===== src/sv/assert_macros.svh =====
// Assertion helpers shared by the RTL files.
`ifndef ASSERT_MACROS_SVH
`define ASSERT_MACROS_SVH

// Property checked at every rising edge outside of reset.
`define SDMQ_ASSERT(label, prop, msg) \
  label: assert property (@(posedge clk) disable iff (!rst_n) prop) \
    else $error(msg);

// Condition that must never be seen outside of reset.
`define SDMQ_ASSERT_NEVER(label, cond, msg) \
  label: assert property (@(posedge clk) disable iff (!rst_n) !(cond)) \
    else $error(msg);

`endif


===== src/sv/sdmq_pkg.sv =====
package sdmq_pkg;

  // Field widths of the stored entry and of the words on either channel.
  localparam int HANDLE_W = 8;
  localparam int DEST_W   = 4;
  localparam int DELAY_W  = 16;
  localparam int TIME_W   = 32;
  localparam int RKIND_W  = 2;
  localparam int IN_DATA_W  = 32;
  localparam int OUT_DATA_W = 16;

  // Input word kinds.
  localparam logic KIND_SUBMIT = 1'b0;
  localparam logic KIND_TICK   = 1'b1;

  // Result word kinds.
  localparam logic [RKIND_W-1:0] RES_ACCEPTED = 2'd0;
  localparam logic [RKIND_W-1:0] RES_REJECTED = 2'd1;
  localparam logic [RKIND_W-1:0] RES_RELEASED = 2'd2;
  localparam logic [RKIND_W-1:0] RES_DONE     = 2'd3;

  // One stored timer entry.
  typedef struct packed {
    logic [TIME_W-1:0]   expiry;
    logic [HANDLE_W-1:0] handle;
    logic [DEST_W-1:0]   dest;
  } sdmq_entry_t;

  // Commands from the controller to the datapath.
  typedef struct packed {
    logic insert;
    logic reject;
    logic release_head;
    logic done;
  } sdmq_cmd_t;

  // Status from the datapath to the controller.
  typedef struct packed {
    logic slot_free;
    logic full;
    logic head_due;
  } sdmq_status_t;

  // Controller states.
  typedef enum logic {
    S_IDLE,
    S_TICK
  } sdmq_state_t;

endpackage


===== src/sv/sdmq_ctrl.sv =====
module sdmq_ctrl (
  input  logic                  clk,
  input  logic                  rst_n,
  input  logic                  in_tvalid,
  input  logic                  in_kind,
  output logic                  in_tready,
  input  sdmq_pkg::sdmq_status_t sts,
  output sdmq_pkg::sdmq_cmd_t   cmd
);
  import sdmq_pkg::*;

  sdmq_state_t state_r;
  sdmq_state_t state_nxt;
  logic        accept;

  // State register.
  always_ff @(posedge clk) begin
    if (!rst_n) begin
      state_r <= S_IDLE;
    end else begin
      state_r <= state_nxt;
    end
  end

  // Next state and commands.
  always_comb begin
    state_nxt = state_r;
    cmd       = '0;
    in_tready = 1'b0;
    accept    = 1'b0;
    unique case (state_r)
      S_IDLE: begin
        in_tready = sts.slot_free;
        accept    = in_tvalid && sts.slot_free;
        if (accept) begin
          if (in_kind == KIND_SUBMIT) begin
            if (sts.full) begin
              cmd.reject = 1'b1;
            end else begin
              cmd.insert = 1'b1;
            end
          end else begin
            state_nxt = S_TICK;
          end
        end
      end
      S_TICK: begin
        // Release due entries from the head, one per free output slot.
        if (sts.slot_free) begin
          if (sts.head_due) begin
            cmd.release_head = 1'b1;
          end else begin
            cmd.done  = 1'b1;
            state_nxt = S_IDLE;
          end
        end
      end
      default: begin
        state_nxt = S_IDLE;
      end
    endcase
  end

endmodule


===== src/sv/sdmq_datapath.sv =====
`include "assert_macros.svh"

module sdmq_datapath #(
  parameter int DEPTH = 16
) (
  input  logic                                 clk,
  input  logic                                 rst_n,
  input  logic [sdmq_pkg::HANDLE_W-1:0]        in_handle,
  input  logic [sdmq_pkg::DEST_W-1:0]          in_dest,
  input  logic [sdmq_pkg::DELAY_W-1:0]         in_delay,
  input  sdmq_pkg::sdmq_cmd_t                  cmd,
  output sdmq_pkg::sdmq_status_t               sts,
  input  logic                                 out_tready,
  output logic                                 out_tvalid,
  output logic [sdmq_pkg::RKIND_W-1:0]         out_kind,
  output logic [sdmq_pkg::HANDLE_W-1:0]        out_handle,
  output logic [sdmq_pkg::DEST_W-1:0]          out_dest,
  output logic                                 out_last
);
  import sdmq_pkg::*;

  localparam int CW = $clog2(DEPTH + 1);

  // Sorted store, one register cell per entry, head in cell 0.
  sdmq_entry_t       q_r   [DEPTH];
  sdmq_entry_t       q_nxt [DEPTH];
  logic [CW-1:0]     count_r;
  logic [CW-1:0]     count_nxt;
  logic [TIME_W-1:0] tick_r;
  logic [TIME_W-1:0] tick_nxt;

  // Output register.
  logic                out_valid_r;
  logic                out_valid_nxt;
  logic [RKIND_W-1:0]  out_kind_r;
  logic [RKIND_W-1:0]  out_kind_nxt;
  logic [HANDLE_W-1:0] out_handle_r;
  logic [HANDLE_W-1:0] out_handle_nxt;
  logic [DEST_W-1:0]   out_dest_r;
  logic [DEST_W-1:0]   out_dest_nxt;
  logic                out_last_r;
  logic                out_last_nxt;

  sdmq_entry_t   new_entry;
  logic [DEPTH:0] le_ext;

  // New entry expires delay ticks after the current count, wrapping.
  assign new_entry.expiry = tick_r + {{(TIME_W - DELAY_W){1'b0}}, in_delay};
  assign new_entry.handle = in_handle;
  assign new_entry.dest   = in_dest;

  // le_ext[i+1] marks a valid cell i that stays ahead of the new entry.
  // Cells are sorted, so the marks form a prefix.
  assign le_ext[0] = 1'b1;

  for (genvar i = 0; i < DEPTH; i++) begin : g_cell
    sdmq_entry_t from_below;
    sdmq_entry_t from_above;

    assign le_ext[i+1] = (CW'(i) < count_r) && (q_r[i].expiry <= new_entry.expiry);

    if (i == 0) begin : g_first
      assign from_below = new_entry;
    end else begin : g_rest
      assign from_below = q_r[i-1];
    end

    if (i == DEPTH - 1) begin : g_last
      assign from_above = q_r[i];
    end else begin : g_inner
      assign from_above = q_r[i+1];
    end

    // Each cell keeps, takes the new entry, shifts back or shifts forward.
    always_comb begin
      q_nxt[i] = q_r[i];
      if (cmd.insert) begin
        if (!le_ext[i+1]) begin
          q_nxt[i] = le_ext[i] ? new_entry : from_below;
        end
      end else if (cmd.release_head) begin
        q_nxt[i] = from_above;
      end
    end

    always_ff @(posedge clk) begin
      q_r[i] <= q_nxt[i];
    end
  end

  // Entry count and tick count.
  always_comb begin
    count_nxt = count_r;
    tick_nxt  = tick_r;
    if (cmd.insert) begin
      count_nxt = count_r + CW'(1);
    end
    if (cmd.release_head) begin
      count_nxt = count_r - CW'(1);
    end
    if (cmd.done) begin
      tick_nxt = tick_r + 32'd1;
    end
  end

  always_ff @(posedge clk) begin
    if (!rst_n) begin
      count_r <= '0;
      tick_r  <= '0;
    end else begin
      count_r <= count_nxt;
      tick_r  <= tick_nxt;
    end
  end

  // Status toward the controller.
  assign sts.slot_free = !out_valid_r || out_tready;
  assign sts.full      = (count_r == CW'(DEPTH));
  assign sts.head_due  = (count_r != '0) && (q_r[0].expiry <= tick_r);

  // Result word loading; a held word drains when the receiver takes it.
  always_comb begin
    out_valid_nxt  = out_valid_r && !out_tready;
    out_kind_nxt   = out_kind_r;
    out_handle_nxt = out_handle_r;
    out_dest_nxt   = out_dest_r;
    out_last_nxt   = out_last_r;
    if (cmd.insert || cmd.reject || cmd.release_head || cmd.done) begin
      out_valid_nxt  = 1'b1;
      out_handle_nxt = '0;
      out_dest_nxt   = '0;
      out_last_nxt   = 1'b1;
      priority if (cmd.insert) begin
        out_kind_nxt = RES_ACCEPTED;
      end else if (cmd.reject) begin
        out_kind_nxt = RES_REJECTED;
      end else if (cmd.release_head) begin
        out_kind_nxt   = RES_RELEASED;
        out_handle_nxt = q_r[0].handle;
        out_dest_nxt   = q_r[0].dest;
        out_last_nxt   = 1'b0;
      end else begin
        out_kind_nxt = RES_DONE;
      end
    end
  end

  always_ff @(posedge clk) begin
    if (!rst_n) begin
      out_valid_r <= 1'b0;
    end else begin
      out_valid_r <= out_valid_nxt;
    end
    out_kind_r   <= out_kind_nxt;
    out_handle_r <= out_handle_nxt;
    out_dest_r   <= out_dest_nxt;
    out_last_r   <= out_last_nxt;
  end

  assign out_tvalid = out_valid_r;
  assign out_kind   = out_kind_r;
  assign out_handle = out_handle_r;
  assign out_dest   = out_dest_r;
  assign out_last   = out_last_r;

  // Checks on the store bookkeeping.
  `SDMQ_ASSERT_NEVER(a_count_bound, count_r > CW'(DEPTH), "entry count above depth")
  `SDMQ_ASSERT(a_pop_count, cmd.release_head |=> count_r == $past(count_r) - CW'(1), "pop count")
  `SDMQ_ASSERT(a_tick_step, cmd.done |=> tick_r == $past(tick_r) + 32'd1, "tick step")

endmodule


===== src/sv/sorted_delay_message_queue.sv =====
// Timer delay queue with a sorted store of pending messages.
// Input channel in_*: in_tuser is the kind (0 submit, 1 tick); in_tdata
// carries the message handle, destination and delay of a submit.
// A submit stores expiry = tick count + delay, after every entry with an
// equal or earlier expiry, and answers one word: accepted, or rejected
// when all QUEUE_DEPTH entries are in use. That word is registered and
// appears in the cycle after the input is taken.
// A tick answers one released word per due entry (expiry at or below the
// tick count), head first, then a done word with tlast set, and advances
// the 32-bit tick count. The first word is loaded into the output register
// once the controller is in its tick state, then one word per cycle while
// the receiver keeps taking them.
// One input word is worked at a time: in_tready is high only while no
// tick is being worked and the output register is free or being taken.
// When the receiver holds out_tready low, the result word waits in the
// output register and the queue stalls with it.
// Reset empties the store and clears the tick count; no clearing pass.
`include "assert_macros.svh"

module sorted_delay_message_queue #(
  parameter int QUEUE_DEPTH = 16
) (
  input  logic        clk,
  input  logic        rst_n,
  input  logic        in_tvalid,
  output logic        in_tready,
  input  logic [31:0] in_tdata,   // [7:0] message_handle, [11:8] destination, [27:12] delay
  input  logic        in_tuser,   // [0] kind
  output logic        out_tvalid,
  input  logic        out_tready,
  output logic [15:0] out_tdata,  // [7:0] out_handle, [11:8] out_destination
  output logic [1:0]  out_tuser,  // [1:0] result_kind
  output logic        out_tlast   // last word of this input word's results
);
  import sdmq_pkg::*;

  sdmq_cmd_t           cmd;
  sdmq_status_t        sts;
  logic [HANDLE_W-1:0] res_handle;
  logic [DEST_W-1:0]   res_dest;

  // Sequencer for submits and tick release runs.
  sdmq_ctrl u_ctrl (
    .clk       (clk),
    .rst_n     (rst_n),
    .in_tvalid (in_tvalid),
    .in_kind   (in_tuser),
    .in_tready (in_tready),
    .sts       (sts),
    .cmd       (cmd)
  );

  // Sorted store, counters and output register.
  sdmq_datapath #(
    .DEPTH (QUEUE_DEPTH)
  ) u_datapath (
    .clk        (clk),
    .rst_n      (rst_n),
    .in_handle  (in_tdata[7:0]),
    .in_dest    (in_tdata[11:8]),
    .in_delay   (in_tdata[27:12]),
    .cmd        (cmd),
    .sts        (sts),
    .out_tready (out_tready),
    .out_tvalid (out_tvalid),
    .out_kind   (out_tuser),
    .out_handle (res_handle),
    .out_dest   (res_dest),
    .out_last   (out_tlast)
  );

  // Pack the result word, padded to whole bytes.
  assign out_tdata = {{(OUT_DATA_W - HANDLE_W - DEST_W){1'b0}}, res_dest, res_handle};

  // Only one command at a time, a released word never closes a run, and no input is taken during a release.
  `SDMQ_ASSERT(a_one_cmd, $onehot0({cmd.insert, cmd.reject, cmd.release_head, cmd.done}), "commands overlap")
  `SDMQ_ASSERT(a_release_not_last, cmd.release_head |=> !out_tlast, "released word marked last")
  `SDMQ_ASSERT(a_no_take_in_run, cmd.release_head |-> !in_tready, "input taken during release")

endmodule

===== config.mk =====
export PLATFORM = sky130hd
export DESIGN_NAME = sorted_delay_message_queue
export DESIGN_NICKNAME = d
export VERILOG_FILES = /design/src/sv/sdmq_pkg.sv /design/src/sv/sdmq_ctrl.sv /design/src/sv/sdmq_datapath.sv /design/src/sv/sorted_delay_message_queue.sv
export VERILOG_INCLUDE_DIRS = /design/src /design/src/sv
export SDC_FILE = /design/constraint.sdc
export NUM_CORES = 2
export LEC_CHECK = 0
export ABC_AREA = 0
export BUFFER_PORTS_ARGS = -buffer_cell sky130_fd_sc_hd__buf_2
export CORE_MARGIN = 2
export CORE_UTILIZATION = 30
export CTS_BUF_LIST = sky130_fd_sc_hd__clkbuf_4 sky130_fd_sc_hd__clkbuf_8
export DETAILED_ROUTE_END_ITERATION = 8
export PLACE_DENSITY = 0.53
export SYNTH_ARGS = -nofsm -noshare
export SYNTH_HDL_FRONTEND = slang
export SYNTH_SLANG_ARGS = --single-unit

===== constraint.sdc =====
create_clock -name clk -period 14.2 [get_ports clk]
set_clock_uncertainty 0.2 [all_clocks]
set_input_delay 0.71 -clock clk [delete_from_list [all_inputs] [get_ports clk]]
set_output_delay 0.71 -clock clk [all_outputs]
set_load 0.005 [all_outputs]

Word level (Yosys, flattened, before mapping)
Memory sizes are Yosys's and may differ from the RTL's. Cells that the tools add are included.

Register bits after elaboration: 54. Bits in writable memories: 704. Output and inout port bits: 21. Logic and storage cells: 161. Memories kept: 1.

Add/subtract/negate cells: 4. Order comparisons: 33. Equal/unequal tests: 1. Muxes and demuxes: 82. Bitwise gates (word level): 2. Reduce and logical (&&, ||, !) cells: 29.

Memory list: u_datapath.q_r (words 16, width 44, read ports 16, clocked after memory_dff 0, wr ports 16, RTL line sdmq_datapath.sv:25) `sdmq_entry_t q_r [DEPTH];`.

Operators with widths (number): $mux 44 (62); $le 32x32->1 (17); $lt 4x5->1 const A (8); $add 32x1->32 const B (1); $add 32x16->32 (1); $lt 3x5->1 const A (4); $logic_and 1x1->1 (19); $mux 1 (12); $lt 1x5->1 const A (2); $lt 2x5->1 const A (2); $mux 2 (5); $mux 5 (2); $add 5x1->5 const B (1); $eq 5x5->1 const B (1); $reduce_bool 5->1 (1); $sub 5x1->5 const B (1); $logic_or 1x1->1 (4); $reduce_or 3->1 (1); $logic_not 1->1 (2); $not 1->1 (2); $pmux 1 s2 (1); $reduce_bool 2->1 (1); $reduce_or 2->1 (1).

Logic depth before layout (Yosys ltp)
Depth in word-level cells: 9. Mapped depth: 23. Mapped depth without buffers: 20.

Modules after synthesis
Synthesis repeated with hierarchy kept, for this count alone.

Cells, all modules: 5139. Area, all modules: 51617.0 um2.

By module, submodules not included: sdmq_datapath (instances 1, cells each 5124, area each 51500.6 um2, sequential area each 22351.4 um2); sdmq_ctrl (instances 1, cells each 10, area each 82.6 um2, sequential area each 20.0 um2); sorted_delay_message_queue (instances 1, cells each 5, area each 33.8 um2, sequential area each 0.0 um2).

Worst setup path before layout
No wires, ideal clock.

Kind: in2reg. From: input port in_tdata[12]. To: memory u_datapath.q_r[5][0] in the netlist's numbering (enable). Arrival time: 8.445 ns. Required time: 13.494 ns. Slack: 5.049 ns. Stages on the path: 21. Cells stage by stage: ha_1 -> inv_1 -> fa_1 -> nand2b_1 -> a21oi_1 -> o311a_1 -> nor3_1 -> nor2_1 -> xnor2_1 -> inv_1 -> ha_1 -> nand4_1 -> nor4_1 -> nand3_1 -> nor3_1 -> a22oi_1 -> a221oi_1 -> o31ai_2 -> buf_2 -> buf_2 -> o21ai_0.

RTL lines: from (decl) (RTL line sorted_delay_message_queue.sv:27) `input logic [31:0] in_tdata,`; to (decl) (RTL line sdmq_datapath.sv:25).

==> results.cfg <==
[die]
die_w_um = 425
die_h_um = 425
core_area_mm2 = 0.176
dieArea_mm2 = 0.181
io_pins = 58
start_util_pct = 30.2
rows = 154

[grt]
grt_max_degree = 184
grt_pass1_vias = 43795
grt_pass1_wl_mm = 294
grt-ovfl-total = 0
grt_util_all_layers_pct = 21.6
antenna_found_initial = 3

[logic_synthesis]
synthAdderAreaFrac_pct = 13.0
synthXorXnorAreaFrac_pct = 1.10
synth_area_mm2 = 0.0532
synth_ff_type = edfxtp_1
async_reset_ff_share_pct = 0
synth_top_family_by_area = compound AO/OA/AOI/OAI gates
synth_edf_count = 719
synth-compound-area-share_pct = 20.4
yosysWarnings = 0
ys_seq_elements = 758
syn_inst = 5372
synth-simple-area-share_pct = 15.0
muxShareOfSynthArea_pct = 4.44
syn_area_per_cell_um2 = 9.90
synth_cell_type_count = 98
synth.yosys.seq_area_share_pct = 42.1

[route]
dr.first_iter.drc_count = 4794
routed_wl_mm = 202
vias = 45905
ant_nets = 0
viasPerCell = 5.88
drtPass1Iterations = 6
post_drt_wl_per_cell_um = 25.9
drc_errors = 0

[pwr]
power_w = 0.00629
cell_internal_pwr_w = 0.00435
power_switching_w = 0.00194
power_frac_clock_pct = 37.0
comb_power_share_pct = 17.5
power_frac_seq_pct = 45.5
p_sw_share_pct = 30.8
power_leakage_nw = 22.3
vdd_drop_max_mv = 0.0939
powerDensity_mw_per_mm2 = 106

[place]
finalWeightedCongestion = 0.950
dp_hpwl_mm = 143
io_buffers = 49

[setup_path]
rr_worst_depth = 21
crit_fanout = 32
r2r-end = u_datapath.q_r[5][18]
critPathArrivalTime_ns = 9.16
r2r_start = u_datapath.tick_r[18]
critical_path_required_ns = 14.52
crit_type = register to register
r2r_slack_ns = 5.36
cp-start-kind = register
crit_path_end_kind = register

[run]
maxCapViolations = 0

[cells_and_area]
layout.nets = 5928
nFillCells = 18037
fin_util_pct = 33.6
final_common_cell = nand2_1
drive_gt1_share_pct = 11.2
final_cell_mix = nand2_1, edfxtp_1, ha_1
areaGrowthSynthToFinish_pct = 11.3

[cts]
clkTransAtPathRegs_ns = 0.06
clock_sinks = 758
htree_num_levels = 4
cts_root_buffer = clkbuf_8
clk_latency_ns = 0.92
cts_buffers = 147
clockBufferDepth = 3
cts_tree = yes

[timing]
post-route-period-util_pct = 62.2
worstMarginPinSlew_ns = 1.27
finalMaxSlewViolations = 0
fin_crit_ns = 8.84
hold_viol = 0
slew_headroom_pct = 13.0
rsz0062_at_grt = no
setup_violations = 0
fmax_mhz = 113
finalSetupTns_ns = 0
whs_ns = 0.0828

[worst_hold_path]
whs_endpoint = u_ctrl.state_r
worstHoldPathCells = 4
min_path_type = input port to register
hold_start = out_tready

[outcome]
status = finished clean
-- cell families after synthesis --
kind of cell,Yosys count
other,1
buffers and inverters,511
and+or+nand+nor,1743
DFF,758
xor gates and xnor gates,48
AOI/OAI and AO/OA,1530
muxes,230
adders and majority gates,551
-- sequential cells by signal (all words and copies together) (netlist names) --
signal,cells
u_datapath.out_dest,4
u_datapath.count_r,5
u_datapath.out_tvalid,1
u_datapath.q_r,704
u_datapath.out_last,1
u_datapath.out_handle,8
u_ctrl.state_r,1
u_datapath.out_kind,2
u_datapath.tick_r,32
-- power by group through the flow --
| stage | Clock (W) | Combinational [W] | Sequential, W |
|---|---|---|---|
| 2_1_floorplan | 0 | 0.000744 | 0.00283 |
| 3_3_place_gp | 0 | 0.00105 | 0.00290 |
| 3_5_place_dp | 0 | 0.00107 | 0.00290 |
| 4_1_cts | 0.00237 | 0.00108 | 0.00285 |
| 5_1_grt | 0.00245 | 0.00121 | 0.00287 |
| 6_report | 0.00233 | 0.00110 | 0.00286 |
-- synthesized netlist by cell type, drive strengths merged (7+ instances only) --
library cell | instances | share of area (%)
a2111oi | 9 | 0.15
a211o | 10 | 0.16
a211oi | 38 | 0.60
a21o | 125 | 1.8
a21oi | 205 | 2.0
a221o | 108 | 2.0
a221oi | 40 | 0.66
a22o | 11 | 0.18
a311o | 25 | 0.47
a311oi | 9 | 0.19
a31oi | 49 | 0.60
and2 | 50 | 0.59
and3 | 26 | 0.31
and4 | 16 | 0.26
buf | 110 | 1.2
clkbuf | 274 | 1.9
dfxtp | 39 | 1.5
edfxtp | 719 | 41
ha | 547 | 13
inv | 124 | 0.88
mux2 | 45 | 0.95
mux2i | 185 | 3.5
nand2 | 768 | 5.4
nand2b | 22 | 0.26
nand3 | 179 | 1.7
nand4 | 135 | 1.6
nor2 | 299 | 2.1
nor2b | 32 | 0.38
nor3 | 140 | 1.3
nor4 | 18 | 0.22
o211ai | 189 | 2.7
o21a | 27 | 0.38
o21ai | 385 | 3.6
o21bai | 7 | 0.099
o221a | 61 | 1.3
o221ai | 53 | 0.87
o22ai | 37 | 0.44
o311ai | 33 | 0.58
o31a | 7 | 0.12
o31ai | 71 | 1.0
or2 | 12 | 0.14
or3 | 23 | 0.27
or4 | 9 | 0.13
xnor2 | 33 | 0.54
xnor3 | 12 | 0.51
-- worst max path at each step --
stage          depth (start not counted)               endpoint  slack, ns                  start
2_1_floorplan                         21   u_datapath.q_r[5][0]       5.05           in_tdata[12]
3_3_place_gp                          22  u_datapath.q_r[5][22]       5.42           in_tdata[15]
3_5_place_dp                          22  u_datapath.q_r[5][21]       5.31           in_tdata[15]
4_1_cts                               21  u_datapath.q_r[5][18]       5.57  u_datapath.tick_r[18]
5_1_grt                               21  u_datapath.q_r[5][18]       4.92   u_datapath.tick_r[3]
6_report                              21  u_datapath.q_r[5][18]       5.36  u_datapath.tick_r[18]
-- area by class of cell --
type                            instances  area (µm²)  share of cell area (%)
Tap cell                             2340        2930                    4.95
Timing Repair Buffer                  203        1430                    2.42
Sequential cell                       758       22400                    37.8
Clock inverter                         54         398                   0.673
Antenna cell                            2        5.00                 0.00846
Inverter                              127         477                   0.806
Multi-Input combinational cell       4106       29000                    49.0
Clock buffer                          213        2570                    4.34
-- critical path, stage by stage (launching register included) --
cell and delay [ns]:
dfxtp_1 1.02, nand3_1 0.24, nor3_2 0.51, nand3_1 0.26, or3_1 0.45, or3_1 0.43, nor2_1 0.13, xnor2_1 0.13
buf_4 0.27, inv_1 0.06, buf_4 0.22, ha_1 0.34, nand4_1 0.13, nor4_1 0.76, nand3_1 0.41, nor3_1 0.53
a22oi_1 0.30, a221oi_1 0.48, o31ai_4 0.11, buf_4 0.29, o21ai_4 0.54, buf_4 0.58
-- metal layers --
metal,global-route usage (%),vias up,part of all wire [%]
li1,-,20750,-
met1,29.4,22892,44
met2,33.0,1888,44
met3,3.47,375,6.9
met4,10.9,0,5.2
met5,0,-,0
-- metrics by stage --
stage | worst slack [ns] | cells | area [µm²]
3_3_place_gp | 5.42 | 7531 | 56100
5_1_grt | 4.92 | 7802 | 59100
4_1_cts | 5.57 | 7801 | 59100
3_5_place_dp | 5.31 | 7531 | 56100
6_report | 5.36 | 7803 | 59100
2_1_floorplan | 5.05 | 5375 | 53200
-- repair_timing --
action                                 4_1_cts  5_1_grt
endpoints found under the hold margin        2        0
resized for setup                            0        0
hold buffers                                 3        0
setup buffers                                0        0
Note: power is estimated with default switching activity, not from simulation.
